<file path="config.mk">
export PLATFORM = sky130hd
export DESIGN_NAME = cace_queue
export DESIGN_NICKNAME = d
export VERILOG_FILES = /design/src/rtl/cace_pkg.sv /design/src/rtl/cace_queue.sv
export SDC_FILE = /design/constraint.sdc
export NUM_CORES = 1
export LEC_CHECK = 0
export BUFFER_PORTS_ARGS = -buffer_cell sky130_fd_sc_hd__buf_2
export CORE_MARGIN = 3
export CORE_UTILIZATION = 30
export DETAILED_ROUTE_END_ITERATION = 12
export SETUP_SLACK_MARGIN = 0.4
export SLEW_MARGIN = 40
export SYNTH_ARGS = -nofsm -noshare
export SYNTH_HDL_FRONTEND = slang
export SYNTH_SLANG_ARGS = --single-unit
</file>
<file path="constraint.sdc">
create_clock -name clk_i -period 5.65 [get_ports clk_i]
set_input_delay 0.565 -clock clk_i [delete_from_list [all_inputs] [get_ports clk_i]]
set_output_delay 0.565 -clock clk_i [all_outputs]
set_load 0.05 [all_outputs]
</file>
<file path="src/rtl/cace_pkg.sv">
// ----------------------------------------------------------------------------
// cace_pkg
// Shared types, codes and constants of the CAN address claim engine.
// ----------------------------------------------------------------------------
package cace_pkg;

  // Widths of fields
  localparam int unsigned NameW   = 64;
  localparam int unsigned AddrW   = 8;
  localparam int unsigned IdW     = 29;
  localparam int unsigned TicksW  = 16;
  localparam int unsigned CfgIdxW = 2;
  localparam int unsigned CfgW    = 64;

  // Map size default and decoupling queue depth
  localparam int unsigned MapEntriesDef = 8;
  localparam int unsigned QueueDepth    = 2;

  // Protocol constants
  localparam logic [AddrW-1:0] NullAddr      = 8'd254;
  localparam logic [AddrW-1:0] GlobalAddr    = 8'd255;
  localparam logic [7:0]       ClaimFormat   = 8'hEE;
  localparam logic [7:0]       RequestFormat = 8'hEA;
  localparam logic [23:0]      ClaimPgn      = 24'd60928;
  localparam logic [IdW-1:0]   ClaimIdBase   = 29'h18EEFF00;
  localparam logic [TicksW-1:0] TicksMax     = 16'hFFFF;
  localparam logic [TicksW-1:0] WaitTicksRst = 16'd250;

  typedef enum logic [1:0] {
    CMD_FRAME  = 2'd0,
    CMD_TICK   = 2'd1,
    CMD_START  = 2'd2,
    CMD_LOOKUP = 2'd3
  } cace_cmd_e;

  typedef enum logic [1:0] {
    MODE_INIT        = 2'd0,
    MODE_CLAIMING    = 2'd1,
    MODE_LOST        = 2'd2,
    MODE_OPERATIONAL = 2'd3
  } cace_mode_e;

  typedef enum logic [1:0] {
    CFG_NODE_NAME  = 2'd0,
    CFG_PREF_ADDR  = 2'd1,
    CFG_WAIT_TICKS = 2'd2
  } cace_cfg_e;

  // Operation classes handed from the front to the back
  typedef enum logic [2:0] {
    OP_NOP     = 3'd0,
    OP_CLAIM   = 3'd1,
    OP_REQUEST = 3'd2,
    OP_TICK    = 3'd3,
    OP_START   = 3'd4,
    OP_LOOKUP  = 3'd5
  } cace_op_e;

  typedef enum logic [2:0] {
    S_IDLE   = 3'd0,
    S_DECODE = 3'd1,
    S_READ   = 3'd2,
    S_CHECK  = 3'd3,
    S_ADD    = 3'd4,
    S_EMIT   = 3'd5
  } cace_state_e;

  typedef struct packed {
    logic [1:0]       cmd;
    logic             extended_frame;
    logic [IdW-1:0]   frame_id;
    logic [NameW-1:0] frame_payload;
    logic [AddrW-1:0] query_address;
  } cace_in_t;

  typedef struct packed {
    logic             send_valid;
    logic [IdW-1:0]   send_id;
    logic [NameW-1:0] send_payload;
    logic             frame_handled;
    logic [1:0]       claim_state;
    logic [AddrW-1:0] current_address;
    logic             lookup_found;
    logic [NameW-1:0] lookup_name;
  } cace_out_t;

  // addr: source of a claim, destination of a request, query of a lookup
  typedef struct packed {
    cace_op_e         kind;
    logic [AddrW-1:0] addr;
    logic             req_hit;
    logic [NameW-1:0] payload;
  } cace_op_t;

  typedef struct packed {
    logic [NameW-1:0]  node_name;
    logic [AddrW-1:0]  preferred_address;
    logic [TicksW-1:0] claim_wait_ticks;
  } cace_cfg_t;

endpackage

</file>
<file path="src/rtl/cace_queue.sv">
// ----------------------------------------------------------------------------
// cace_queue
// Short FIFO of classified operations between front and back end.
// ----------------------------------------------------------------------------
module cace_queue (
  input  logic               clk_i,
  input  logic               rst_ni,
  input  logic               push_valid_i,
  input  cace_pkg::cace_op_t push_data_i,
  output logic               push_ready_o,
  output logic               pop_valid_o,
  output cace_pkg::cace_op_t pop_data_o,
  input  logic               pop_ready_i
);

  localparam int unsigned Depth = cace_pkg::QueueDepth;
  localparam int unsigned PtrW  = (Depth > 1) ? $clog2(Depth) : 1;
  localparam int unsigned CntW  = $clog2(Depth + 1);

  cace_pkg::cace_op_t mem_q [Depth];
  logic [PtrW-1:0]    wr_ptr_q, wr_ptr_d;
  logic [PtrW-1:0]    rd_ptr_q, rd_ptr_d;
  logic [CntW-1:0]    count_q, count_d;
  logic               push, pop;

  assign push_ready_o = (count_q != CntW'(Depth));
  assign pop_valid_o  = (count_q != '0);
  assign pop_data_o   = mem_q[rd_ptr_q];
  assign push         = push_valid_i && push_ready_o;
  assign pop          = pop_ready_i && pop_valid_o;

  always_comb begin
    wr_ptr_d = wr_ptr_q;
    rd_ptr_d = rd_ptr_q;
    count_d  = count_q;
    if (push) begin
      wr_ptr_d = (wr_ptr_q == PtrW'(Depth - 1)) ? '0 : wr_ptr_q + 1'b1;
    end
    if (pop) begin
      rd_ptr_d = (rd_ptr_q == PtrW'(Depth - 1)) ? '0 : rd_ptr_q + 1'b1;
    end
    if (push && !pop) begin
      count_d = count_q + 1'b1;
    end else if (pop && !push) begin
      count_d = count_q - 1'b1;
    end
  end

  always_ff @(posedge clk_i or negedge rst_ni) begin
    if (!rst_ni) begin
      wr_ptr_q <= '0;
      rd_ptr_q <= '0;
      count_q  <= '0;
    end else begin
      wr_ptr_q <= wr_ptr_d;
      rd_ptr_q <= rd_ptr_d;
      count_q  <= count_d;
    end
  end

  always_ff @(posedge clk_i) begin
    if (push) begin
      mem_q[wr_ptr_q] <= push_data_i;
    end
  end

endmodule

</file>
* Word-level counts from Yosys, hierarchy flattened
Memory sizes are Yosys's and may differ from the RTL's.
Index checks and enable logic that the tools add are counted.
** Storage, ports and cells
- Register bits :: 4
- Bits in writable memories :: 152
- Output and inout bits :: 78
- Logic and storage cells :: 23
- Memories kept :: 1
** Memory list
- mem_q :: words 2, width 76, read ports 1, clocked after memory_dff 0, write ports 1, line cace_queue.sv:20 : cace_pkg::cace_op_t mem_q [Depth];
** Operators by class
- $add $sub $neg :: 4
- Equality and inequality tests :: 1
- Multiplexer cells :: 6
- Reductions and logical operators :: 8
** Operator list (count)
- 1-bit logical AND :: 4
- 1-bit 2-to-1 mux :: 4
- 2-bit 2-to-1 mux :: 2
- 2-bit nonzero test :: 2
- 1-bit adder, second input constant :: 2
- 2-bit by 1-bit adder with 2-bit output, second input constant :: 1
- 1-bit zero test :: 2
- 2-bit != test, second input constant :: 1
- 2-bit by 1-bit subtractor with 2-bit output, second input constant :: 1

* Longest topological paths before layout
- Depth in word-level cells :: 6
- Depth in mapped cells :: 7
- Mapped depth without buffers :: 7

* Least setup slack after synthesis
OpenSTA, ideal clock, no wires.
- Path kind :: flip-flop to flip-flop
- Start :: register count_q[0]
- End :: memory mem_q[0][0] (netlist name), enable pin
- Setup time :: 0.511 ns
- Arrival time :: 4.242 ns
- Required time :: 5.139 ns
- Path slack :: 0.897 ns
- Stages on the path, launching flop included :: 4
- Path buffers :: 0
- Clock period less this slack :: 4.753 ns
- Cells stage by stage :: dfrtp_1 > nand2b_1 > nand2_1 > nor2_1
** On the way
- Cells in the longest elaborated chain, start to end :: 4
** Ends and longest elaborated chain
- start, declared :: line cace_queue.sv:23 : logic [CntW-1:0] count_q, count_d;
- start signal, assigned :: line cace_queue.sv:57 : count_q <= count_d;
- 2-bit != test :: line cace_queue.sv:26 : assign push_ready_o = (count_q != CntW'(Depth));
- via push_ready_o :: line cace_queue.sv:10 : output logic push_ready_o,
- 1-bit logical AND :: line cace_queue.sv:29 : assign push = push_valid_i && push_ready_o;
- 1-bit 2-to-1 mux :: line cace_queue.sv:62 : if (push) begin
- 1-bit 2-to-1 mux (not written as such) :: line cace_queue.sv:63 : mem_q[wr_ptr_q] <= push_data_i;
- end, declared :: line cace_queue.sv:20
The timed path passes the listed nets, and every way through them passes these cells.

==> results.py <==
metrics = {
    "outcome": {
        "outcome": "finished, final reports clean",
    },
    "power_and_ir_drop": {
        "clockPowerShare": 0.246,
        "p_per_area_nw_per_um2": 633,
        "p_leak_nw": 2.91,
        "cell_internal_pwr_w": 0.00292,
        "peakVddDrop_mv": 0.329,
        "p_sw_w": 0.00190,
        "combPwrFrac": 0.408,
        "pwr-share-seq": 0.346,
        "p_sw_frac": 0.394,
    },
    "grt": {
        "grt_pass1_vias": 3316,
        "overflow": 0,
        "antenna_found_initial": 1,
        "grt_use_total": 0.105,
        "grt_max_degree": 40,
        "grt_first_pass_wirelength_um": 17500,
    },
    "sta": {
        "slew_headroom": 0.638,
        "setup_violations": 0,
        "fin_skew_ps": 8.72,
        "hold_ws_ps": 341,
        "worst_pin_slew_ps": 542,
        "setup_tns_ps": 0,
        "min_period_ps": 2710,
        "maxSlewViolCount": 0,
        "fmax_mhz": 369,
        "timing.final.crit_share": 0.480,
        "rsz0062_at_grt": "no",
        "hold_violations": 0,
    },
    "floorplan": {
        "die_x_um": 145,
        "coreArea_um2": 18900,
        "initial_core_util": 0.308,
        "die_area_um2": 21100,
        "io_pins": 158,
        "die_h_um": 145,
        "rows": 50,
    },
    "critical_path": {
        "crit_fanout": 35,
        "reg2reg_from": "count_q[0]",
        "end_kind": "output pin",
        "crit_start": "rd_ptr_q",
        "worst_ep_required_time_ps": 5090,
        "arrival_ps": 2150,
        "start_kind": "flip-flop",
        "critical_path_class": "flip-flop to output pin",
    },
    "synthesis": {
        "synth_warnings": 0,
        "syn_area_um2": 5810,
        "ys_seq_area_frac": 0.802,
        "synthesis.instances": 255,
        "ys_types": 16,
        "ys_seq_elements": 156,
        "avgSynthCellArea_um2": 22.8,
        "syn_nets": 336,
    },
    "cells_and_area": {
        "final_common_cell": "buf_2",
        "drive_gt1_frac": 0.619,
        "n_fill_cell": 1785,
        "n_antenna_cell": 0,
        "final_nets": 511,
        "area_growth_pct": 31.0,
        "final_cell_mix": "buf_2 (157), edfxtp_1 (152), mux2_2 (46), mux2_4 (30), clkbuf_16 (17)",
    },
    "cts": {
        "cts_tree": "done",
        "cts_root_buffer": "clkbuf_16",
        "clock_latency_ps": 410,
        "cts_inserted_buffers": 17,
        "clkTransAtPathRegs_ps": 60,
        "clock_path_buffers": 2,
        "cts_resized": 0,
        "cts_setup_buffers": 0,
        "cts_sinks": 156,
        "cts-htree-levels": 4,
    },
    "route": {
        "first_iter_violations": 142,
        "drtAntennaViolNets": 0,
        "drc_errors": 0,
        "drt_pass1_iterations": 4,
        "wl_per_cell_um": 15.6,
        "routed_via_density": 4.20,
        "wl_um": 11000,
        "via_count": 2950,
    },
    "hold_path": {
        "hold_path_class": "input port to flip-flop",
        "min-delay-start": "push_data_i[65]",
    },
    "flow_run": {
        "drv_cap": 0,
    },
    "placement": {
        "portBuffers": 157,
        "place.gp.congestion": 0.683,
        "dp_hpwl_um": 7490,
    },
}
-- path summary, 6_finish.rpt --
kind / endpoint / slack [ps] / cells after the start
setup / recovery: pop_data_o[60] / 2940 / 4
hold / removal: mem_q[1][65] / 340 / 1
setup reg to reg: mem_q[0][3] / 3540 / 5
hold reg to reg: count_q[1] / 510 / 1
max in group asynchronous: rd_ptr_q / 5020 / 2
min in group asynchronous: rd_ptr_q / 490 / 2
-- repair_timing --
item                       in CTS  in global routing
hold endpoints to repair        4                  0
hold buffers                    1                  0
setup endpoints to repair       0                  0
-- kinds of logic (layout without fill, tap and decap cells) --
logic type	Yosys count	after routing	synth area share
DFF	156	156	0.802
buffers and inverters	10	198	0.0157
xor gates and xnor gates	5	5	0.00753
and+or+nand+nor	7	7	0.00581
adders and majority gates	1	1	0.00215
muxes	76	76	0.167
-- sequential cells by signal, indices dropped and copies added (netlist names) --
signal / cells
rd_ptr_q: 1
wr_ptr_q: 1
count_q: 2
mem_q: 152
-- critical path, cell delays in order, from the launching register on --
cell and delay (ps):
dfrtp_4 570, buf_12 270, buf_12 260, mux2_2 380
buf_2 220
-- per-stage QoR --
stage / total power, W / setup slack, ps / utilization / std cells / instance area, um^2
after floorplan: 0.00327 / 897 / - / 255 / 5810
after global placement: 0.00360 / 2920 / 0.363 / 664 / 6860
final: 0.00482 / 2940 / 0.403 / 703 / 7620
after CTS: 0.00491 / 2860 / 0.403 / 703 / 7620
after global routing: 0.00504 / 2820 / 0.403 / 703 / 7620
after detailed placement: 0.00369 / 3330 / 0.370 / 670 / 6980
-- per-layer routing --
| metal | global-route usage | vias up | wire (um) |
|---|---|---|---|
| li1 | - | 1358 | - |
| met1 | 0.122 | 1473 | 4520 |
| met2 | 0.177 | 103 | 5550 |
| met3 | 0.0415 | 14 | 717 |
| met4 | 0.0399 | 2 | 160 |
| met5 | 0 | - | 13 |
-- area by class of cell --
type / instances / area (um^2) / area share
sequential: 156 / 4670 / 0.613
multi-input combinational: 89 / 1070 / 0.141
timing repair buffer: 165 / 926 / 0.122
clock buffer: 18 / 429 / 0.0563
tap: 260 / 325 / 0.0427
clock inverter: 14 / 194 / 0.0255
inverter: 1 / 3.75 / 0.000493
-- Yosys cell counts, drive strengths merged --
library cell	number	area (um^2)
xor2	2	17.5
or2	1	6.26
mux2	76	968
nand2b	1	6.26
nor2	2	7.51
buf	9	87.6
nand2	2	7.51
ha	1	12.5
and3	1	6.26
edfxtp	152	4560
dfrtp	4	100
inv	1	3.75
xnor2	3	26.3
-- power groups by stage --
stage | combinational [W] | sequential, W | clock (W)
after global routing | 0.00206 | 0.00169 | 0.00128
after floorplan | 0.00159 | 0.00168 | 0
after CTS | 0.00200 | 0.00167 | 0.00123
after global placement | 0.00180 | 0.00180 | 0
after detailed placement | 0.00200 | 0.00170 | 0
final | 0.00196 | 0.00167 | 0.00119
No activity file was read; power rests on OpenSTA's default activity.
