`config.mk`:
```
export PLATFORM = sky130hd
export DESIGN_NAME = cace_back_flat
export DESIGN_NICKNAME = d
export VERILOG_FILES = /design/src/rtl/cace_pkg.sv /design/src/rtl/cace_stream_if.sv /design/src/rtl/cace_ram.sv /design/src/rtl/cace_back.sv /design/src/flat_wrapper.sv
export SDC_FILE = /design/constraint.sdc
export NUM_CORES = 1
export LEC_CHECK = 0
export ABC_AREA = 1
export BUFFER_PORTS_ARGS = -buffer_cell sky130_fd_sc_hd__buf_2
export CAP_MARGIN = 10
export CORE_AREA = 2 2 302 304
export DETAILED_ROUTE_END_ITERATION = 8
export DIE_AREA = 0 0 304 306
export HOLD_SLACK_MARGIN = 0.12
export SYNTH_ARGS = -nofsm -noshare
export SYNTH_HDL_FRONTEND = slang
export SYNTH_HIERARCHICAL = 1
export SYNTH_SLANG_ARGS = --single-unit
export TNS_END_PERCENT = 10
```
`constraint.sdc`:
```
create_clock -name clk_i -period 14.35 [get_ports clk_i]
set_input_delay 1.435 -clock clk_i [delete_from_list [all_inputs] [get_ports clk_i]]
set_output_delay 1.435 -clock clk_i [all_outputs]
set_load 0.01 [all_outputs]
```
`src/rtl/cace_pkg.sv`:
```
// ----------------------------------------------------------------------------
// cace_pkg
// Shared types, codes and constants of the CAN address claim engine.
// ----------------------------------------------------------------------------
package cace_pkg;

  // Widths of fields
  localparam int unsigned NameW   = 64;
  localparam int unsigned AddrW   = 8;
  localparam int unsigned IdW     = 29;
  localparam int unsigned TicksW  = 16;
  localparam int unsigned CfgIdxW = 2;
  localparam int unsigned CfgW    = 64;

  // Map size default and decoupling queue depth
  localparam int unsigned MapEntriesDef = 8;
  localparam int unsigned QueueDepth    = 2;

  // Protocol constants
  localparam logic [AddrW-1:0] NullAddr      = 8'd254;
  localparam logic [AddrW-1:0] GlobalAddr    = 8'd255;
  localparam logic [7:0]       ClaimFormat   = 8'hEE;
  localparam logic [7:0]       RequestFormat = 8'hEA;
  localparam logic [23:0]      ClaimPgn      = 24'd60928;
  localparam logic [IdW-1:0]   ClaimIdBase   = 29'h18EEFF00;
  localparam logic [TicksW-1:0] TicksMax     = 16'hFFFF;
  localparam logic [TicksW-1:0] WaitTicksRst = 16'd250;

  typedef enum logic [1:0] {
    CMD_FRAME  = 2'd0,
    CMD_TICK   = 2'd1,
    CMD_START  = 2'd2,
    CMD_LOOKUP = 2'd3
  } cace_cmd_e;

  typedef enum logic [1:0] {
    MODE_INIT        = 2'd0,
    MODE_CLAIMING    = 2'd1,
    MODE_LOST        = 2'd2,
    MODE_OPERATIONAL = 2'd3
  } cace_mode_e;

  typedef enum logic [1:0] {
    CFG_NODE_NAME  = 2'd0,
    CFG_PREF_ADDR  = 2'd1,
    CFG_WAIT_TICKS = 2'd2
  } cace_cfg_e;

  // Operation classes handed from the front to the back
  typedef enum logic [2:0] {
    OP_NOP     = 3'd0,
    OP_CLAIM   = 3'd1,
    OP_REQUEST = 3'd2,
    OP_TICK    = 3'd3,
    OP_START   = 3'd4,
    OP_LOOKUP  = 3'd5
  } cace_op_e;

  typedef enum logic [2:0] {
    S_IDLE   = 3'd0,
    S_DECODE = 3'd1,
    S_READ   = 3'd2,
    S_CHECK  = 3'd3,
    S_ADD    = 3'd4,
    S_EMIT   = 3'd5
  } cace_state_e;

  typedef struct packed {
    logic [1:0]       cmd;
    logic             extended_frame;
    logic [IdW-1:0]   frame_id;
    logic [NameW-1:0] frame_payload;
    logic [AddrW-1:0] query_address;
  } cace_in_t;

  typedef struct packed {
    logic             send_valid;
    logic [IdW-1:0]   send_id;
    logic [NameW-1:0] send_payload;
    logic             frame_handled;
    logic [1:0]       claim_state;
    logic [AddrW-1:0] current_address;
    logic             lookup_found;
    logic [NameW-1:0] lookup_name;
  } cace_out_t;

  // addr: source of a claim, destination of a request, query of a lookup
  typedef struct packed {
    cace_op_e         kind;
    logic [AddrW-1:0] addr;
    logic             req_hit;
    logic [NameW-1:0] payload;
  } cace_op_t;

  typedef struct packed {
    logic [NameW-1:0]  node_name;
    logic [AddrW-1:0]  preferred_address;
    logic [TicksW-1:0] claim_wait_ticks;
  } cace_cfg_t;

endpackage

```
`src/rtl/cace_stream_if.sv`:
```
// ----------------------------------------------------------------------------
// cace_stream_if
// Valid/ready channel carrying one word of type T.
// ----------------------------------------------------------------------------
interface cace_stream_if #(
  parameter type T = logic
) ();
  logic valid;
  logic ready;
  T     data;

  modport source (output valid, output data, input ready);
  modport sink   (input valid, input data, output ready);
endinterface

```
`src/rtl/cace_ram.sv`:
```
// ----------------------------------------------------------------------------
// cace_ram
// Generic single write port, single read port RAM with registered read.
// ----------------------------------------------------------------------------
module cace_ram #(
  parameter int unsigned Width = 8,
  parameter int unsigned Depth = 8,
  localparam int unsigned AW   = (Depth > 1) ? $clog2(Depth) : 1
) (
  input  logic             clk_i,
  input  logic             we_i,
  input  logic [AW-1:0]    waddr_i,
  input  logic [Width-1:0] wdata_i,
  input  logic [AW-1:0]    raddr_i,
  output logic [Width-1:0] rdata_o
);

  logic [Width-1:0] mem_q [Depth];
  logic [Width-1:0] rdata_q;

  always_ff @(posedge clk_i) begin
    if (we_i) begin
      mem_q[waddr_i] <= wdata_i;
    end
    rdata_q <= mem_q[raddr_i];
  end

  assign rdata_o = rdata_q;

endmodule

```
`src/rtl/cace_back.sv`:
```
// ----------------------------------------------------------------------------
// cace_back
// Execute operations: claim state, wait counter, map walk, result register.
// ----------------------------------------------------------------------------
module cace_back #(
  parameter int unsigned MapEntries = cace_pkg::MapEntriesDef
) (
  input  logic                clk_i,
  input  logic                rst_ni,
  input  cace_pkg::cace_cfg_t cfg_i,
  input  logic                op_valid_i,
  input  cace_pkg::cace_op_t  op_i,
  output logic                op_ready_o,
  cace_stream_if.source       out_if
);

  localparam int unsigned IdxW   = (MapEntries > 1) ? $clog2(MapEntries) : 1;
  localparam int unsigned NameW  = cace_pkg::NameW;
  localparam int unsigned AddrW  = cace_pkg::AddrW;
  localparam int unsigned EntryW = AddrW + NameW;

  cace_pkg::cace_state_e state_q, state_d;
  cace_pkg::cace_mode_e  mode_q, mode_d;
  logic [AddrW-1:0]            own_q, own_d;
  logic [cace_pkg::TicksW-1:0] cnt_q, cnt_d, cnt_inc;
  logic [MapEntries-1:0]       valid_q, valid_d;
  logic [IdxW-1:0]             idx_q, idx_d;
  logic [IdxW-1:0]             free_idx_q, free_idx_d;
  logic                        free_found_q, free_found_d;
  cace_pkg::cace_op_t          op_q, op_d;
  logic                        send_q, send_d;
  logic                        handled_q, handled_d;
  logic                        found_q, found_d;
  logic [NameW-1:0]            lname_q, lname_d;
  logic                        out_valid_q, out_valid_d;
  cace_pkg::cace_out_t         out_q, out_d;

  logic              ram_we;
  logic [IdxW-1:0]   ram_waddr;
  logic [EntryW-1:0] ram_wdata;
  logic [EntryW-1:0] ram_rdata;

  logic             frame_ok, is_map_upd, is_lookup_walk, walk;
  logic             ent_valid, hit_remove, hit_replace, hit_lookup, is_last, out_free;
  logic [AddrW-1:0] e_addr;
  logic [NameW-1:0] e_name;

  cace_ram #(
    .Width (EntryW),
    .Depth (MapEntries)
  ) u_map_ram (
    .clk_i   (clk_i),
    .we_i    (ram_we),
    .waddr_i (ram_waddr),
    .wdata_i (ram_wdata),
    .raddr_i (idx_q),
    .rdata_o (ram_rdata)
  );

  assign frame_ok       = (mode_q == cace_pkg::MODE_CLAIMING) ||
                          (mode_q == cace_pkg::MODE_OPERATIONAL);
  assign is_map_upd     = (op_q.kind == cace_pkg::OP_CLAIM) && frame_ok && (op_q.addr != own_q);
  assign is_lookup_walk = (op_q.kind == cace_pkg::OP_LOOKUP) &&
                          (op_q.addr != cace_pkg::NullAddr);
  assign walk           = is_map_upd || is_lookup_walk;

  assign ent_valid   = valid_q[idx_q];
  assign e_addr      = ram_rdata[EntryW-1:NameW];
  assign e_name      = ram_rdata[NameW-1:0];
  assign hit_remove  = ent_valid && (op_q.addr == cace_pkg::NullAddr) &&
                       (e_name == op_q.payload);
  assign hit_replace = ent_valid && (e_addr == op_q.addr) && (e_name > op_q.payload);
  assign hit_lookup  = ent_valid && (e_addr == op_q.addr);
  assign is_last     = (idx_q == IdxW'(MapEntries - 1));
  assign out_free    = !out_valid_q || out_if.ready;
  assign cnt_inc     = (cnt_q == cace_pkg::TicksMax) ? cnt_q : cnt_q + 1'b1;

  assign op_ready_o   = (state_q == cace_pkg::S_IDLE);
  assign out_if.valid = out_valid_q;
  assign out_if.data  = out_q;

  // next state
  always_comb begin
    state_d = state_q;
    case (state_q)
      cace_pkg::S_IDLE: begin
        if (op_valid_i) state_d = cace_pkg::S_DECODE;
      end
      cace_pkg::S_DECODE: state_d = walk ? cace_pkg::S_READ : cace_pkg::S_EMIT;
      cace_pkg::S_READ:   state_d = cace_pkg::S_CHECK;
      cace_pkg::S_CHECK: begin
        if (op_q.kind == cace_pkg::OP_LOOKUP) begin
          state_d = (hit_lookup || is_last) ? cace_pkg::S_EMIT : cace_pkg::S_READ;
        end else if (hit_remove || hit_replace) begin
          state_d = cace_pkg::S_EMIT;
        end else begin
          state_d = is_last ? cace_pkg::S_ADD : cace_pkg::S_READ;
        end
      end
      cace_pkg::S_ADD: state_d = cace_pkg::S_EMIT;
      cace_pkg::S_EMIT: begin
        if (out_free) state_d = cace_pkg::S_IDLE;
      end
      default: state_d = cace_pkg::S_IDLE;
    endcase
  end

  // datapath and outputs
  always_comb begin
    mode_d       = mode_q;
    own_d        = own_q;
    cnt_d        = cnt_q;
    valid_d      = valid_q;
    idx_d        = idx_q;
    free_idx_d   = free_idx_q;
    free_found_d = free_found_q;
    op_d         = op_q;
    send_d       = send_q;
    handled_d    = handled_q;
    found_d      = found_q;
    lname_d      = lname_q;
    out_valid_d  = out_valid_q && !out_if.ready;
    out_d        = out_q;
    ram_we       = 1'b0;
    ram_waddr    = idx_q;
    ram_wdata    = {op_q.addr, op_q.payload};

    case (state_q)
      cace_pkg::S_IDLE: begin
        if (op_valid_i) begin
          op_d      = op_i;
          send_d    = 1'b0;
          handled_d = 1'b0;
          found_d   = 1'b0;
          lname_d   = '0;
        end
      end
      cace_pkg::S_DECODE: begin
        idx_d        = '0;
        free_found_d = 1'b0;
        case (op_q.kind)
          cace_pkg::OP_TICK: begin
            if (mode_q == cace_pkg::MODE_CLAIMING) begin
              if (cnt_inc >= cfg_i.claim_wait_ticks) begin
                mode_d = cace_pkg::MODE_OPERATIONAL;
                cnt_d  = '0;
              end else begin
                cnt_d = cnt_inc;
              end
            end
          end
          cace_pkg::OP_START: begin
            if (mode_q == cace_pkg::MODE_INIT) own_d = cfg_i.preferred_address;
            send_d = 1'b1;
            cnt_d  = '0;
            mode_d = cace_pkg::MODE_CLAIMING;
          end
          cace_pkg::OP_CLAIM: begin
            if (frame_ok) begin
              handled_d = 1'b1;
              if (op_q.addr == own_q) begin
                send_d = 1'b1;
                cnt_d  = '0;
                if (!(cfg_i.node_name < op_q.payload)) begin
                  own_d  = cace_pkg::NullAddr;
                  mode_d = cace_pkg::MODE_LOST;
                end
              end
            end
          end
          cace_pkg::OP_REQUEST: begin
            if (frame_ok) begin
              handled_d = 1'b1;
              if (op_q.req_hit && (op_q.addr == own_q || op_q.addr == cace_pkg::GlobalAddr))
              begin
                send_d = 1'b1;
                cnt_d  = '0;
              end
            end
          end
          default: ;
        endcase
      end
      cace_pkg::S_CHECK: begin
        if (!is_last) idx_d = idx_q + 1'b1;
        if (op_q.kind == cace_pkg::OP_LOOKUP) begin
          if (hit_lookup) begin
            found_d = 1'b1;
            lname_d = e_name;
          end
        end else if (hit_remove) begin
          valid_d[idx_q] = 1'b0;
        end else if (hit_replace) begin
          ram_we = 1'b1;
        end else if (!ent_valid && !free_found_q) begin
          free_found_d = 1'b1;
          free_idx_d   = idx_q;
        end
      end
      cace_pkg::S_ADD: begin
        // no entry matched: take the first free slot
        ram_waddr = free_idx_q;
        if (free_found_q && op_q.addr != cace_pkg::NullAddr) begin
          ram_we              = 1'b1;
          valid_d[free_idx_q] = 1'b1;
        end
      end
      cace_pkg::S_EMIT: begin
        if (out_free) begin
          out_valid_d           = 1'b1;
          out_d.send_valid      = send_q;
          out_d.send_id         = send_q ? (cace_pkg::ClaimIdBase | {21'd0, own_q}) : '0;
          out_d.send_payload    = send_q ? cfg_i.node_name : '0;
          out_d.frame_handled   = handled_q;
          out_d.claim_state     = mode_q;
          out_d.current_address = own_q;
          out_d.lookup_found    = found_q;
          out_d.lookup_name     = lname_q;
        end
      end
      default: ;
    endcase
  end

  always_ff @(posedge clk_i or negedge rst_ni) begin
    if (!rst_ni) begin
      state_q      <= cace_pkg::S_IDLE;
      mode_q       <= cace_pkg::MODE_INIT;
      own_q        <= cace_pkg::NullAddr;
      cnt_q        <= '0;
      valid_q      <= '0;
      idx_q        <= '0;
      free_found_q <= 1'b0;
      out_valid_q  <= 1'b0;
    end else begin
      state_q      <= state_d;
      mode_q       <= mode_d;
      own_q        <= own_d;
      cnt_q        <= cnt_d;
      valid_q      <= valid_d;
      idx_q        <= idx_d;
      free_found_q <= free_found_d;
      out_valid_q  <= out_valid_d;
    end
  end

  always_ff @(posedge clk_i) begin
    op_q       <= op_d;
    free_idx_q <= free_idx_d;
    send_q     <= send_d;
    handled_q  <= handled_d;
    found_q    <= found_d;
    lname_q    <= lname_d;
    out_q      <= out_d;
  end

`ifndef SYNTHESIS
  a_lost_null: assert property (@(posedge clk_i) disable iff (!rst_ni)
    mode_q == cace_pkg::MODE_LOST |-> own_q == cace_pkg::NullAddr)
    else $error("lost mode with a non-null own address");

  a_map_write: assert property (@(posedge clk_i) disable iff (!rst_ni)
    ram_we |-> (state_q == cace_pkg::S_CHECK || state_q == cace_pkg::S_ADD))
    else $error("map written outside a map walk");

  a_emit_src: assert property (@(posedge clk_i) disable iff (!rst_ni)
    $rose(out_valid_q) |-> $past(state_q) == cace_pkg::S_EMIT)
    else $error("result loaded outside the emit step");

  a_claim_id: assert property (@(posedge clk_i) disable iff (!rst_ni)
    out_valid_q && out_q.send_valid |-> out_q.send_id[28:8] == cace_pkg::ClaimIdBase[28:8])
    else $error("claim word with a bad identifier");
`endif

endmodule
```
`src/flat_wrapper.sv`:
```
// flat-port wrapper written by rule: the top's interface ports become plain ports
module cace_back_flat 
#(
  parameter int unsigned MapEntries = cace_pkg::MapEntriesDef
)
  (clk_i, rst_ni, cfg_i, op_valid_i, op_i, op_ready_o, out_if_valid, out_if_data, out_if_ready);
  cace_stream_if out_if_i ();
  input  logic clk_i;
  input  logic rst_ni;
  input  cace_pkg::cace_cfg_t cfg_i;
  input  logic op_valid_i;
  input  cace_pkg::cace_op_t op_i;
  output logic op_ready_o;
  output wire logic [$bits(out_if_i.valid)-1:0] out_if_valid;
  output wire logic [$bits(out_if_i.data)-1:0] out_if_data;
  input wire logic [$bits(out_if_i.ready)-1:0] out_if_ready;
  assign out_if_valid = out_if_i.valid;
  assign out_if_data = out_if_i.data;
  assign out_if_i.ready = out_if_ready;
  cace_back #(.MapEntries(MapEntries)) u_core (.clk_i(clk_i), .rst_ni(rst_ni), .cfg_i(cfg_i), .op_valid_i(op_valid_i), .op_i(op_i), .op_ready_o(op_ready_o), .out_if(out_if_i));
endmodule
```
* Word-level counts from Yosys, hierarchy flattened
Memory sizes are Yosys's and may differ from the RTL's. A register that Yosys moved wholly into a read port is not among the register bits. Index checks and enable logic that the tools add are counted.
Storage, ports and cells: logic and storage cells 171, register bits 123, memories 1, RAM bits 576, output and inout bits 3
Cells by class: reduce and logical (&&, ||, !) cells 42, equal/unequal tests 40, magnitude comparators 7, bitwise operators 6, add/sub/neg operators 2, multiplexer cells 58
Memory list:
- u_core.u_map_ram.mem_q | words 8, bits a word 72, rd ports 1, clocked after memory_dff 1, write ports 1, line cace_ram.sv:18 | logic [Width-1:0] mem_q [Depth];
Operator list (count):
- $mux 16 | 7
- $eq 64x64->1 | 1
- $gt 64x64->1 | 1
- $lt 64x64->1 | 1
- $pmux 16 s4 | 1
- $mux 8 | 7
- $pmux 8 s2 | 2
- $mux 3 | 9
- $ne 2x1->1 const B | 12
- $mux 1 | 18
- $pmux 3 s6 | 1
- $add 16x1->16 const B | 1
- $eq 16x16->1 const B | 1
- $eq 8x8->1 | 2
- $eq 8x8->1 const B | 2
- $ge 16x16->1 | 1
- $eq 3x3->1 const B | 5
- $ne 2x2->1 const B | 7
- $reduce_and 7->1 | 2
- $logic_and 1x1->1 | 13
- $eq 3x2->1 const B | 4
- $mux 2 | 5
- $reduce_and 5->1 | 2
- $and 8x8->8 | 1
- 26 further kinds | 49

* Logic depth before layout (Yosys ltp)
Gate-level depths: netlist (run 1).
depth after elaboration 10, gate-level depth with buffers 25

* Modules after synthesis
The synthesis (run 1) kept the hierarchy.
Modules (own cells, without submodules):
- cace_ram | sequential area each 18738.0 um^2, instances 1, area each 26565.5 um^2, cells an instance 2577
- cace_back | sequential area each 3492.1 um^2, instances 1, area each 8978.6 um^2, cells an instance 1056

* Worst setup path before layout (run 1)
Ideal clock, no wire load.
path type register to register, start reg u_core/op_q[63] (netlist bit), end mem u_core/u_map_ram/mem_q[0][0] (netlist bit) (enable), path slack 8.972 ns, library setup time 0.503 ns, arrival 4.875 ns, cell stages (with the launch flop) 15, clock period less this slack 5.378 ns, required time 13.847 ns, cells stage by stage edfxtp_1 > inv_1 > ha_1 > nand2_1 > nor2_1 > nand2_1 > nor2_1 > nand4_1 > clkinv_1 > nand2_1 > nand2_1 > nand2_1 > o31ai_1 > nand2_1 > nor2_1
Between the ends: cells in the longest elaborated chain, start to end 8, elaborated cells on any way between the ends 10, those cells by class order compare (1); eq/ne (1); mux (6); reduce/logical (2)
RTL lines:
- start, declared | line cace_back.sv:30 | cace_pkg::cace_op_t op_q, op_d;
- start signal, assigned | line cace_back.sv:248 | op_q <= op_d;
- $gt 64x64->1 | line cace_back.sv:72 | assign hit_replace = ent_valid && (e_addr == op_q.addr) && (e_name > op_q.payload);
- $logic_and 1x1->1 | line cace_back.sv:72
- $mux 1 | line cace_back.sv:193 | end else if (hit_replace) begin
- $mux 1 (*) | line cace_back.sv:191 | end else if (hit_remove) begin
- $mux 1 (*) | line cace_back.sv:186 | if (op_q.kind == cace_pkg::OP_LOOKUP) begin
- $pmux 1 s2 (*) | line cace_back.sv:128 | case (state_q)
- named net u_core.ram_we | line cace_back.sv:38 | logic ram_we;
- $mux 1 (*) | line cace_ram.sv:22 | if (we_i) begin
- $mux 1 (not written as such) (*) | line cace_ram.sv:23 | mem_q[waddr_i] <= wdata_i;
- end, declared | line cace_ram.sv:18
The timed path passes the listed nets; every way through them passes the cells marked *.

* Worst setup path after layout (run 1)
start reg u_core.idx_q[0], end mem u_core/u_map_ram/mem_q[2][47] (netlist bit) (enable)
Between the ends: cells in the longest elaborated chain, start to end 10, elaborated cells on any way between the ends 13, those cells by class mux (9); reduce/logical (4)
RTL lines:
- start, declared | line cace_back.sv:27 | logic [IdxW-1:0] idx_q, idx_d;
- start signal, assigned | line cace_back.sv:241 | idx_q <= idx_d;
- $bmux 1 s3 (*) | line cace_back.sv:67 | assign ent_valid = valid_q[idx_q];
- $mux 1 (not written as such) (*) | line cace_back.sv:67
- $logic_and 1x1->1 (2 in a row) | line cace_back.sv:72
- $mux 1 | line cace_back.sv:193
- $mux 1 (*) | line cace_back.sv:191
- $mux 1 (*) | line cace_back.sv:186
- $pmux 1 s2 (*) | line cace_back.sv:128
- named net u_core.ram_we | line cace_back.sv:38
- $mux 1 (*) | line cace_ram.sv:22
- $mux 1 (not written as such) (*) | line cace_ram.sv:23
The timed path passes the listed nets; every way through them passes the cells marked *. The select of a mux whose other input is x is not followed.

==> metrics.yaml, run 1 <==
hp-start: "u_core/own_q[1]"
p_leak_nw: 18.4
clk_latency_ns: 0.65
crit_chain: "buf_4, nand3_1, o22ai_1, nor2_1, nand2_1, nand2_1, a21oi_1, nand2_1, o31ai_1, nand2_1, nor2_4, buf_4"
slew_headroom_pct: 23.0
path_class: "reg2reg"
track_usage_pct: 18.4
cp_data_required_time_ns: 14.60
yosysSeqAreaShare_pct: 62.5
rows: 110
synth.mux.area_fraction_pct: 0
critical_path_arrival_ns: 5.87
synthToLayoutAreaGrowth_pct: 12.8
pre_cts_ws_ns: 8.76
place_congestion: 0.792
avgSynthCellArea_um2: 9.78
tightest_slew_ns: 1.15
crit_fanout: 89
slowest_delay_ns: 0.92
slowest_stage: "buf_4"
grt_pass1_wl_um: 132000
synth_seq_cells: 771
ant_nets: 0
r2r_slack_ns: 8.72
synthSimpleGateAreaFrac_pct: 19.2
layout-drive-gt1-share_pct: 9.96
syn_area_um2: 35500
setup-violations-final: 0
synth_xor_area_share_pct: 0.560
holdBufCountCts: 0
ys_types: 46
die_area_um2: 93000
wirelength_um: 85600
cellPowerDensity_nw_per_um2: 164
syn_inst: 3633
post_cts_buffers: 0
dp_cells: 4886
post-route-period-util_pct: 39.2
numCtsBuffers: 85
grt_max_degree: 108
drt_pre_antenna_iters: 6
worst_setup_path_end_kind: "register"
status: "completed"
yosys_warnings: 6
setup_ws_ns: 8.72
holdWs_ns: 0.473
via_per_inst: 4.69
antenna_found_initial: 2
routed-via-count: 23700
cts-resized-gates: 0
start_util_pct: 39.7
grt_pass1_vias: 22800
tns_ns: 0
fin_area_um2: 40100
drv_cap: 0
remaining_drc_errors: 0
wl_per_cell_um: 17.0
synth_top_family_by_area: "simple AND/OR/NAND/NOR gates"
rr_endpoint: "u_core/u_map_ram/mem_q[2][47]"
fin_crit_ns: 5.63
synth_compound_area_share_pct: 2.56
start_kind: "register"
synth_top_cell_by_area: "edfxtp_1"
cts.path.max_buffers: 3
vdd_ir_drop_max_mv: 0.174
syn_nets: 3947
die_x_um: 304
dpl.hpwl_um: 50700
layout.cells.non_filler: 5044
synthAdderAreaFrac_pct: 5.14
cts_tree: "done"
first_iter_violations: 1692
port_buffers: 170
utilization_pct: 44.7
die_h_um: 306
synth_area_leaders: "edfxtp_1 56%, nand2_1 12%, inv_1 7.9%"
fin_skew_ns: 0.0418
crit_path_frequent_cell: "nand2_1"
cts_sinks: 771
holdPathEnd: "u_core/own_q[1]"
hold_viol_final: 0
r2r_cells: 12
finalMaxSlewViolations: 0
gr-total-overflow: 0
htree_num_levels: 3
ios: 171
placed_area_um2: 37500
fin_nets: 4111
synth_edf_count: 657
reg2reg_from: "u_core/idx_q[0]"
root_buffer: "clkbuf_16"
holdPathStages: 2
fmax_mhz: 178
synth_ff_type: "edfxtp_1"
hp-class: "reg2reg"
clkTransAtPathRegs_ns: 0.06
finalPower_mw: 6.56
coreArea_um2: 89600
async_reset_ff_share_pct: 5.45
rsz0062_at_grt: "false"
synth_top_area_share_pct: 55.5
cells in the final DEF, fill, tap and decap left out, types with 5 or more instances in the layout:
master / count
nor2_4: 10
dfstp_2: 7
dfxtp_1: 72
nand4_1: 26
nor2_1: 68
edfxtp_1: 657
xnor2_1: 5
dfrtp_1: 32
nor2_2: 7
ha_1: 146
buf_4: 25
clkinv_1: 15
inv_1: 748
buf_2: 170
o21ai_1: 19
clkinv_2: 20
o21ai_0: 37
inv_2: 10
nand3_1: 344
xor2_1: 14
nor3_1: 11
nor3_2: 5
clkbuf_16: 85
or2_2: 9
o22ai_1: 6
a21oi_1: 78
o21a_1: 8
nand2_1: 1156
clkbuf_1: 22
cell usage after synthesis (9+ instances only):
| cell type | instances |
|---|---|
| buf_6 | 14 |
| o21ai_0 | 37 |
| dfrtp_1 | 35 |
| inv_2 | 11 |
| edfxtp_1 | 657 |
| ha_1 | 146 |
| o21ai_1 | 19 |
| clkbuf_1 | 24 |
| xor2_1 | 14 |
| nor3_1 | 11 |
| inv_1 | 748 |
| buf_2 | 49 |
| nand4_1 | 26 |
| nor2_1 | 77 |
| nand3_1 | 344 |
| dfxtp_1 | 72 |
| a21oi_1 | 78 |
| buf_4 | 19 |
| or2_2 | 9 |
| nand2_1 | 1156 |
| buf_1 | 12 |
flip-flops by register name (all words and copies together) (netlist names):
signal,cells
u_core/u_map_ram/mem_q,576
u_core/op_q,76
u_core/u_map_ram/rdata_o,72
u_core/cnt_q,16
u_core/own_q,8
u_core/valid_q,8
u_core/free_idx_q,3
u_core/idx_q,3
u_core/state_q,3
u_core/mode_q,2
u_core/free_found_q,1
u_core/lname_q,1
u_core/out_if.data,1
u_core/out_if.valid,1
cell type report:
| class | instances | area [um2] |
|---|---|---|
| clock buffers | 111 | 2260 |
| well taps | 1176 | 1470 |
| diodes | 1 | 2.50 |
| repair buffers | 195 | 1040 |
| flip-flops and latches | 771 | 22200 |
| inverters | 762 | 2870 |
| clock inverters | 46 | 369 |
| multi-input cells | 1982 | 9840 |
| fillers | 8400 | 49500 |
power breakdown:
group          internal [mW]  switching (mW)
clock network           1.17           0.895
logic                  0.500            1.05
registers               2.74           0.208
worst max path at each step:
stage | startpoint | to | depth (start not counted) | slack, ns
global route | u_core/idx_q[0] | u_core/u_map_ram/mem_q[2][46] | 12 | 8.41
finish | u_core/idx_q[0] | u_core/u_map_ram/mem_q[2][47] | 12 | 8.72
detailed placement | u_core/idx_q[0] | u_core/u_map_ram/mem_q[2][34] | 12 | 8.76
floorplan | u_core/op_q[63] | u_core/u_map_ram/mem_q[0][0] | 14 | 8.97
global placement | u_core/idx_q[0] | u_core/u_map_ram/mem_q[2][36] | 12 | 8.73
CTS | u_core/idx_q[0] | u_core/u_map_ram/mem_q[2][46] | 12 | 8.75
metal layers:
metal  up-vias  part of all wire [%]  routed length, um  track usage, %
met2       595                    46              39700            30.2
met3       118                   5.4               4670            2.57
met5         -                     0                  0               0
li1      11900                     -                  -               -
met4         0                   2.3               1930            5.57
met1     11100                    46              39300            25.4
cell families after synthesis:
family,after synthesis
xor+xnor,21
buf+inv,880
fa+ha+maj,146
simple gates,1649
compound gates,166
flops,771
critical path: cells and delay by family (launching register included):
kind | cells | cell delay, ns
buf+inv | 2 | 1.79
simple gates | 7 | 1.77
flops | 1 | 0.86
compound gates | 3 | 0.69
(Power assumes the default switching activity.)
==> run 2: changes to the inputs <==
==> constraint.sdc (replaced) <==
create_clock -name clk_i -period 5.6 [get_ports clk_i]
set_input_delay 0.56 -clock clk_i [delete_from_list [all_inputs] [get_ports clk_i]]
set_output_delay 0.56 -clock clk_i [all_outputs]
set_load 0.01 [all_outputs]
==> metrics.yaml, run 2 (synthesized netlist as in run 1, its figures left out) <==
remaining_drc_errors: 0  # unchanged
start_kind: "register"
slowest_stage: "buf_4"
start_util_pct: 39.7  # unchanged
worst_setup_path_end_kind: "register"
tightest_slew_ns: 1.08  # -0.0696 ns
htree_num_levels: 3  # unchanged
cellPowerDensity_nw_per_um2: 419  # +160%
pwr-share-seq_pct: 44.1  # -0.8 points
post-route-period-util_pct: 70.4  # +31 points
fmax_mhz: 254  # +43%
crit_fanout: 41  # -54%
crit_chain: "inv_1, ha_1, nand2_1, nor2_1, nand2_1, nor2_1, nand4_1, clkinv_1, nand2_1, nand2_1, nand2_1, o31ai_1, nand2_1, nor2_4, buf_4"
switchingPower_mw: 5.48  # +150%
largest-register: "u_core/u_map_ram/mem_q"
multiInputGateArea_um2: 9840  # unchanged
place_congestion: 0.786  # -0.83%
fin_crit_ns: 3.94  # -1.69 ns
drt_pre_antenna_iters: 5  # -1
cts-resized-gates: 0  # unchanged
gr-total-overflow: 0  # unchanged
setup-violations-final: 0  # unchanged
pre_cts_ws_ns: 1.58  # -7.18 ns
die_h_um: 306  # unchanged
numCtsBuffers: 83  # -2.4%
finalMaxSlewViolations: 0  # unchanged
clk_latency_ns: 0.63  # -0.02 ns
path_class: "reg2reg"
antenna_found_initial: 1  # -1
hold_viol_final: 0  # unchanged
grt_pass1_wl_um: 134000  # +1.4%
cts_tree: "done"
rsz0062_at_grt: "false"
clkTransAtPathRegs_ns: 0.06  # about the same
synthToLayoutAreaGrowth_pct: 15.0
intPower_mw: 11.6  # +160%
status: "completed"
ff_latch_area_um2: 22200  # unchanged
crit_path_frequent_cell: "nand2_1"
path_delay_family: "simple AND/OR/NAND/NOR gates"
coreArea_um2: 89600  # unchanged
drv_cap: 0  # unchanged
die_x_um: 304  # unchanged
cp.buffers_inverters: 3  # +1
p_leak_nw: 18.7  # +1.8%
layout-drive-gt1-share_pct: 9.97  # +0.018 points
fin_nets: 4167  # +1.4%
holdBufCountCts: 51  # +51
critical_path_arrival_ns: 4.19  # -1.68 ns
ant_nets: 0  # unchanged
track_usage_pct: 18.7  # +0.24 points
wirelength_um: 86100  # +0.61%
root_buffer: "clkbuf_16"
largest_reg_flops: 576  # unchanged
cts.path.max_buffers: 3  # unchanged
via_per_inst: 4.69  # about the same
fin_skew_ns: 0.0242  # -0.0176 ns
p_sw_share_pct: 32.0  # -0.76 points
wl_per_cell_um: 16.9  # -0.41%
holdWs_ns: 0.152  # -0.321 ns
final_common_cell: "nand2_1"
grt_max_degree: 144  # +33%
vdd_ir_drop_max_mv: 0.271  # +56%
routed-via-count: 23900  # +0.99%
hp-class: "in2reg"
ios: 171  # unchanged
setup_ws_ns: 1.66  # -7.06 ns
tns_ns: 0  # unchanged
cp_data_required_time_ns: 5.85  # -8.75 ns
port_buffers: 170  # unchanged
post_cts_buffers: 0  # unchanged
cts_sinks: 771  # unchanged
p_clk_share_pct: 32.3  # +0.8 points
slowest_delay_ns: 0.63  # -0.29 ns
combinationalPowerShare_pct: 23.6  # about the same
antenna_cells: 0  # -1
first_iter_violations: 1590  # -6.0%
dpl.hpwl_um: 50200  # -0.84%
rows: 110  # unchanged
die_area_um2: 93000  # unchanged
slew_headroom_pct: 27.7  # +4.6 points
final_cell_mix: "1156 x nand2_1, 748 x inv_1, 657 x edfxtp_1"
grt_pass1_vias: 23300  # +2.1%
nFillCells: 8226  # -2.1%
## run 2: cell count changes in the layout (fill, tap and decap cells not counted), sizes merged
cell / change
dlygate4sd3: +51
clkinv: -13
buf: +7
bufinv: +6
clkbuf: +3
clkinvlp: -1
diode: -1
## run 2: power groups by stage
stage | combinational [mW] | clock (mW) | sequential [mW]
final | 4.04 | 5.52 | 7.54
after CTS | 4.08 | 5.65 | 7.55
after detailed placement | 4.03 | 0 | 7.66
after global placement | 3.99 | 0 | 7.65
after global routing | 4.71 | 5.90 | 7.63
after floorplan | 3.10 | 0 | 7.44
## run 2: per-layer routing
layer	track usage (%)	share of wire, %
met4	4.94	1.8
met3	2.60	5.4
met5	0	0
met1	25.5	45
met2	31.2	48
## run 2: layout make-up
type | count | share of cell area, %
clock inverter | 38 | 1.11
multi-input combinational | 1982 | 24.1
sequential | 771 | 54.4
clock buffer | 114 | 5.63
tap | 1176 | 3.60
timing repair buffer | 253 | 4.16
inverter | 762 | 7.02
## run 2: path summary, 6_finish.rpt
path / start / to / slack [ns] / cells past startpoint
setup / recovery: u_core/op_q[63] / u_core/u_map_ram/mem_q[1][46] / 1.66 / 15
hold / removal: op_i[8] / u_core/op_q[8] / 0.15 / 1
setup reg to reg: u_core/op_q[63] / u_core/u_map_ram/mem_q[1][46] / 1.66 / 15
hold reg to reg: u_core/own_q[1] / u_core/own_q[1] / 0.47 / 2
max in group asynchronous: rst_ni / u_core/idx_q[2] / 4.55 / 3
min in group asynchronous: rst_ni / u_core/out_if.valid / 0.59 / 3
## run 2: per-stage QoR
step / power, mW / util, % / instance area, um2 / cells
6_report: 17.1 / 45.6 / 40900 / 5096
5_1_grt: 18.2 / 45.6 / 40900 / 5096
4_1_cts: 17.3 / 45.6 / 40900 / 5096
3_5_place_dp: 11.7 / 42.0 / 37600 / 4893
3_3_place_gp: 11.6 / 42.0 / 37600 / 4893
2_1_floorplan: 10.5 / - / 35500 / 3633
